<file path="src/hw/rtl/plir_pkg.sv">
package plir_pkg;

    localparam int PLIR_DEPTH = 64;

    localparam int POS_W   = 7;
    localparam int VAL_W   = 32;
    localparam int STAT_W  = 2;

    localparam logic [STAT_W-1:0] ST_OK   = 2'd0;
    localparam logic [STAT_W-1:0] ST_FULL = 2'd1;
    localparam logic [STAT_W-1:0] ST_BAD  = 2'd2;

    localparam logic ACT_INSERT = 1'b0;
    localparam logic ACT_REMOVE = 1'b1;

    typedef struct packed {
        logic signed [VAL_W-1:0] first;
        logic signed [VAL_W-1:0] second;
    } pair_t;

    // Shift command broadcast to every cell
    typedef struct packed {
        logic ins;
        logic rem;
    } shift_cmd_t;

endpackage

</file>
<file path="src/hw/rtl/plir_cell.sv">
module plir_cell #(
    parameter int IDX = 0,
    parameter int PW  = 7
) (
    input  logic                clk,
    input  plir_pkg::shift_cmd_t cmd,
    input  logic [PW-1:0]       pos,
    input  plir_pkg::pair_t     new_pair,
    input  plir_pkg::pair_t     lower_pair,
    input  plir_pkg::pair_t     upper_pair,
    output plir_pkg::pair_t     pair_q
);

    localparam logic [PW-1:0] MY_IDX = PW'(IDX);

    plir_pkg::pair_t pair_reg;
    plir_pkg::pair_t pair_next;

    always_comb
    begin
        pair_next = pair_reg;
        if (cmd.ins)
        begin
            // open a slot: cells above the position take the lower neighbor
            if (MY_IDX > pos)
            begin
                pair_next = lower_pair;
            end
            else if (MY_IDX == pos)
            begin
                pair_next = new_pair;
            end
        end
        else if (cmd.rem)
        begin
            // close the gap: cells at and above the position take the upper neighbor
            if (MY_IDX >= pos)
            begin
                pair_next = upper_pair;
            end
        end
    end

    always_ff @(posedge clk)
    begin
        pair_reg <= pair_next;
    end

    assign pair_q = pair_reg;

endmodule

</file>
<file path="config.mk">
export PLATFORM = sky130hd
export DESIGN_NAME = plir_cell
export DESIGN_NICKNAME = d
export VERILOG_FILES = /design/src/hw/rtl/plir_pkg.sv /design/src/hw/rtl/plir_cell.sv
export SDC_FILE = /design/constraint.sdc
export NUM_CORES = 1
export LEC_CHECK = 0
export ABC_CLOCK_PERIOD_IN_PS = 3650
export BUFFER_PORTS_ARGS = -buffer_cell sky130_fd_sc_hd__buf_2
export CORE_ASPECT_RATIO = 1.5
export CORE_MARGIN = 3
export CORE_UTILIZATION = 30
export CTS_BUF_LIST = sky130_fd_sc_hd__clkbuf_4 sky130_fd_sc_hd__clkbuf_8
export DETAILED_ROUTE_END_ITERATION = 8
export PLACE_DENSITY = 0.68
export SYNTH_ARGS = -nofsm -noshare
export SYNTH_HDL_FRONTEND = slang
export SYNTH_SLANG_ARGS = --single-unit
export TNS_END_PERCENT = 5
</file>
<file path="constraint.sdc">
create_clock -name clk -period 3.65 [get_ports clk]
set_input_delay 1.095 -clock clk [delete_from_list [all_inputs] [get_ports clk]]
set_output_delay 1.095 -clock clk [all_outputs]
set_load 0.005 [all_outputs]
</file>
# == Word level (Yosys, flattened, before mapping) ==
# Cells that the tools add are included.
# totals
input_bits,202
elab_cells,14
out_inout_bits,64
reg_bits,64
# op_classes
reduce_logical,4
eq_ne,1
n_lt_le_gt_ge,2
mux,5
# ops
op,count
$mux W64,5
$ge A1 B7 Y1 const A,1
$gt A1 B7 Y1 const A,1
$logic_not A7 Y1,1
$reduce_bool A2 Y1,2
$ne A3 B1 Y1 const B,1
$reduce_and A3 Y1,1

# == Longest topological paths before layout ==
# logic_depth
depth_word,4
mapped_depth,3

# == Worst setup path after synthesis ==
# OpenSTA, ideal clock, no wires.
# synth_timing
kind,input -> register
start,input port cmd[1] (netlist bit)
end,register pair_reg (netlist bit pair_q[0]) (enable)
setup_time_ns,0.418
required_time_ns,3.232
arrival_time_ns,2.764
n_path_buf,2
setup_slack_ns,0.467
path_stages,3
cell_sequence,buf_6 -> buf_6 -> o211a_1
# synth_via
elab_chain_len,2
word_cells_on_any_way,4
cone_classes,eq/ne (1); reduce/logical (3)
# synth_lines
item,line,source
start: declaration,plir_cell.sv:6,"input plir_pkg::shift_cmd_t cmd,"
$ne A3 B1 Y1 (no line) / $reduce_bool A2 Y1 (equally long branches),n/a,
$reduce_and A3 Y1 (no line) *,n/a,
end signal: assignment,plir_cell.sv:46,pair_reg <= pair_next;
end: declaration,plir_cell.sv:16,plir_pkg::pair_t pair_reg;
# Every way passes the cells marked *; elsewhere a longest branch is shown, timed or not.
# A chain may end at the register's enable or synchronous reset.

==> run metrics <==
result of the run=finished clean; chip width=86.6 um; top post-synthesis cells by area=edfxtp_1 66%, mux2_4 25%, mux2_2 5.8%; number of antenna violations at the first check in global routing=0; post-layout worst setup margin=1500 ps; cell count of the worst hold path=2; number of remaining DRC errors=0; count of boundary I/O pins=266; wire length reported by the detailed router=7.05 mm; number of H-tree branching levels=3; Yosys top cell area share=65.8%; count of standard-cell rows=43; share of the synthesized netlist area taken by xor and xnor gates=0%; number of buffers inserted to repair setup after CTS=0; per-instance average area after synthesis=21.2 um2; clk root buf=clkbuf_8; Remaining Overflow, GRT=0; power share of the clock group=36.1%; critical path type=input port to register; hold_ws=1050 ps; total vias in the final route=2013; Synth Register Bits=64; number of global-route vias before repair=2078; sequential element share of the synthesized area=65.8%; number of sinks handled by clock tree synthesis=64; Place WS=1140 ps; Rel. slew slack=67.6%; Clock transition at path regs=70 ps; wire length of the first global-routing pass=10.4 mm; multiplexer share of the synthesized area=31.0%; Slew Limit Fails=0; warnings from Yosys=0; share of layout cells above drive strength 1=80.0%; hold wc startpoint=new_pair[38]; data arrival time of the worst path=2230 ps; DRT iter0 DRCs=78; average detailed-routed wire length per instance=15.3 um; relative contribution of combinational cells to total power=12.0%; maximum number of pins on one net before global-route repair=65; Worst setup SP type=input port; flip-flop count of the largest register after layout=64; Hold Buf Count CTS=0; unrepaired setup endpoints after global routing=no; cell area after technology mapping=0.00292 mm2; GRT Resource Usage Total=12.8%; first-pass detailed-route iteration total=3; final HPWL from detailed placement=5.50 mm; area share of fa/ha/maj cells after synthesis=0%; input/output buffers=201; final worst path period need=2150 ps; last weighted congestion value of the routability-driven placer=0.674; transition time of the tightest slew-check pin=485 ps; TritonCTS clock tree=built; most instantiated flip-flop cell in the synthesis netlist=edfxtp_1; complex-gate fraction of the synthesized area=0.343%; proportion of synthesized flip-flops having asynchronous set or reset=0%; total of max-cap violations=0; number of gates resized after CTS=0; internal power contribution=1260 uW; placed standard-cell area=0.00404 mm2; largest area contributor in the synthesized netlist=edfxtp_1; post-synthesis simple-gate area fraction=0.386%; placeable core area=0.00936 mm2; final count of hold timing violations=0; worst hold path endpoint=pair_q[38]; Net Sw Frac=19.9%; largest family of logic cells by synthesized area=multiplexers; Antenna Diode Count=0; sequential cell fraction of total power=52.0%; commonest cells in the synthesized netlist=64 x edfxtp_1, 49 x mux2_4, 15 x mux2_2; final std cell area, no fill=0.00423 mm2; P_sw=314 uW; setup_tns=0 ps; Final Net Count=547; CP endpoint kind=register; Filler cells=894; type of the worst min-delay path=input port to register; period utilization=58.8%; Synth Instances=138; Required @ worst endpoint=3730 ps; EDFF count, synth=64; Worst VDD drop=0.199 mV; power density over cell area=373 mW/mm2; P&R area growth vs syn=44.7%; effective utilization at floorplan=31.2%; syn nets=340; maximum frequency from static timing analysis=466 MHz; most common cell in the netlist=edfxtp_1; clock buffers created by TritonCTS=9; die area=0.0110 mm2; number of buffers between clock root and the deepest sink=2; Static Leak=0.00195 uW; synth unique cells=8; vias per std cell=4.36; biggest fanout along the worst timing path=39; die height=127 um; Final setup viols=0; Final ANT Viol Nets=0
## cell usage in the layout (no fill, tap or decap), drive strengths merged
| cell type | count |
|---|---|
| clkinv | 5 |
| mux2 | 64 |
| buf | 203 |
| bufinv | 1 |
| o211a | 1 |
| nor3 | 1 |
| nor4 | 1 |
| clkbuf | 10 |
| edfxtp | 64 |
## stage by stage
step	util, %	std cells	power (uW)
6_report	45.1	462	1580
5_1_grt	45.1	462	1660
4_1_cts	45.1	462	1610
3_5_place_dp	43.2	446	1030
3_3_place_gp	43.2	446	1020
2_1_floorplan	-	138	942
## layer usage
| layer | share of wire [%] | GRT usage (%) | up-vias | wire length [um] |
|---|---|---|---|---|
| met2 | 49 | 20.2 | 139 | 3440 |
| met1 | 36 | 14.3 | 902 | 2560 |
| met5 | 0 | 0 | - | 0 |
| met4 | 2.2 | 6.24 | 0 | 154 |
| li1 | - | - | 960 | - |
| met3 | 13 | 5.91 | 12 | 898 |
## worst max-delay path: stages
cell    delay, ps
buf_4         400
buf_12        320
mux2_2        380
## worst max-delay path by stage
stage                     slack [ps]  startpoint  cells after the start   endpoint
after floorplan                  470      cmd[1]                      3  pair_q[0]
after global placement          1150      cmd[1]                      3  pair_q[7]
after detailed placement        1140      cmd[1]                      3  pair_q[2]
after CTS                       1510      cmd[1]                      3  pair_q[2]
after global routing            1470      cmd[1]                      3  pair_q[2]
final                           1500      cmd[1]                      3  pair_q[2]
## logic make-up (layout without fill, tap and decap cells)
group                  after synthesis  in the layout
AND/OR/NAND/NOR                      2              2
flip-flops                          64             64
AO/OA/AOI/OAI                        1              1
multiplexers                        64             64
buffers and inverters                7            219
## final cells by class
class	count	area, um2	share of cell area, %
sequential	64	1920	45.5
timing repair buffer	203	1050	24.8
multi-input combinational	67	933	22.1
tap	112	140	3.32
clock buffer	10	131	3.11
clock inverter	6	50.0	1.18
## power groups by stage
stage	Sequential (uW)	Clock (uW)	Combinational, uW
after floorplan	836	0	106
after global placement	835	0	185
after detailed placement	835	0	192
after CTS	819	599	192
after global routing	819	631	205
final	819	568	188
Power figures use the tool's default switching activity.
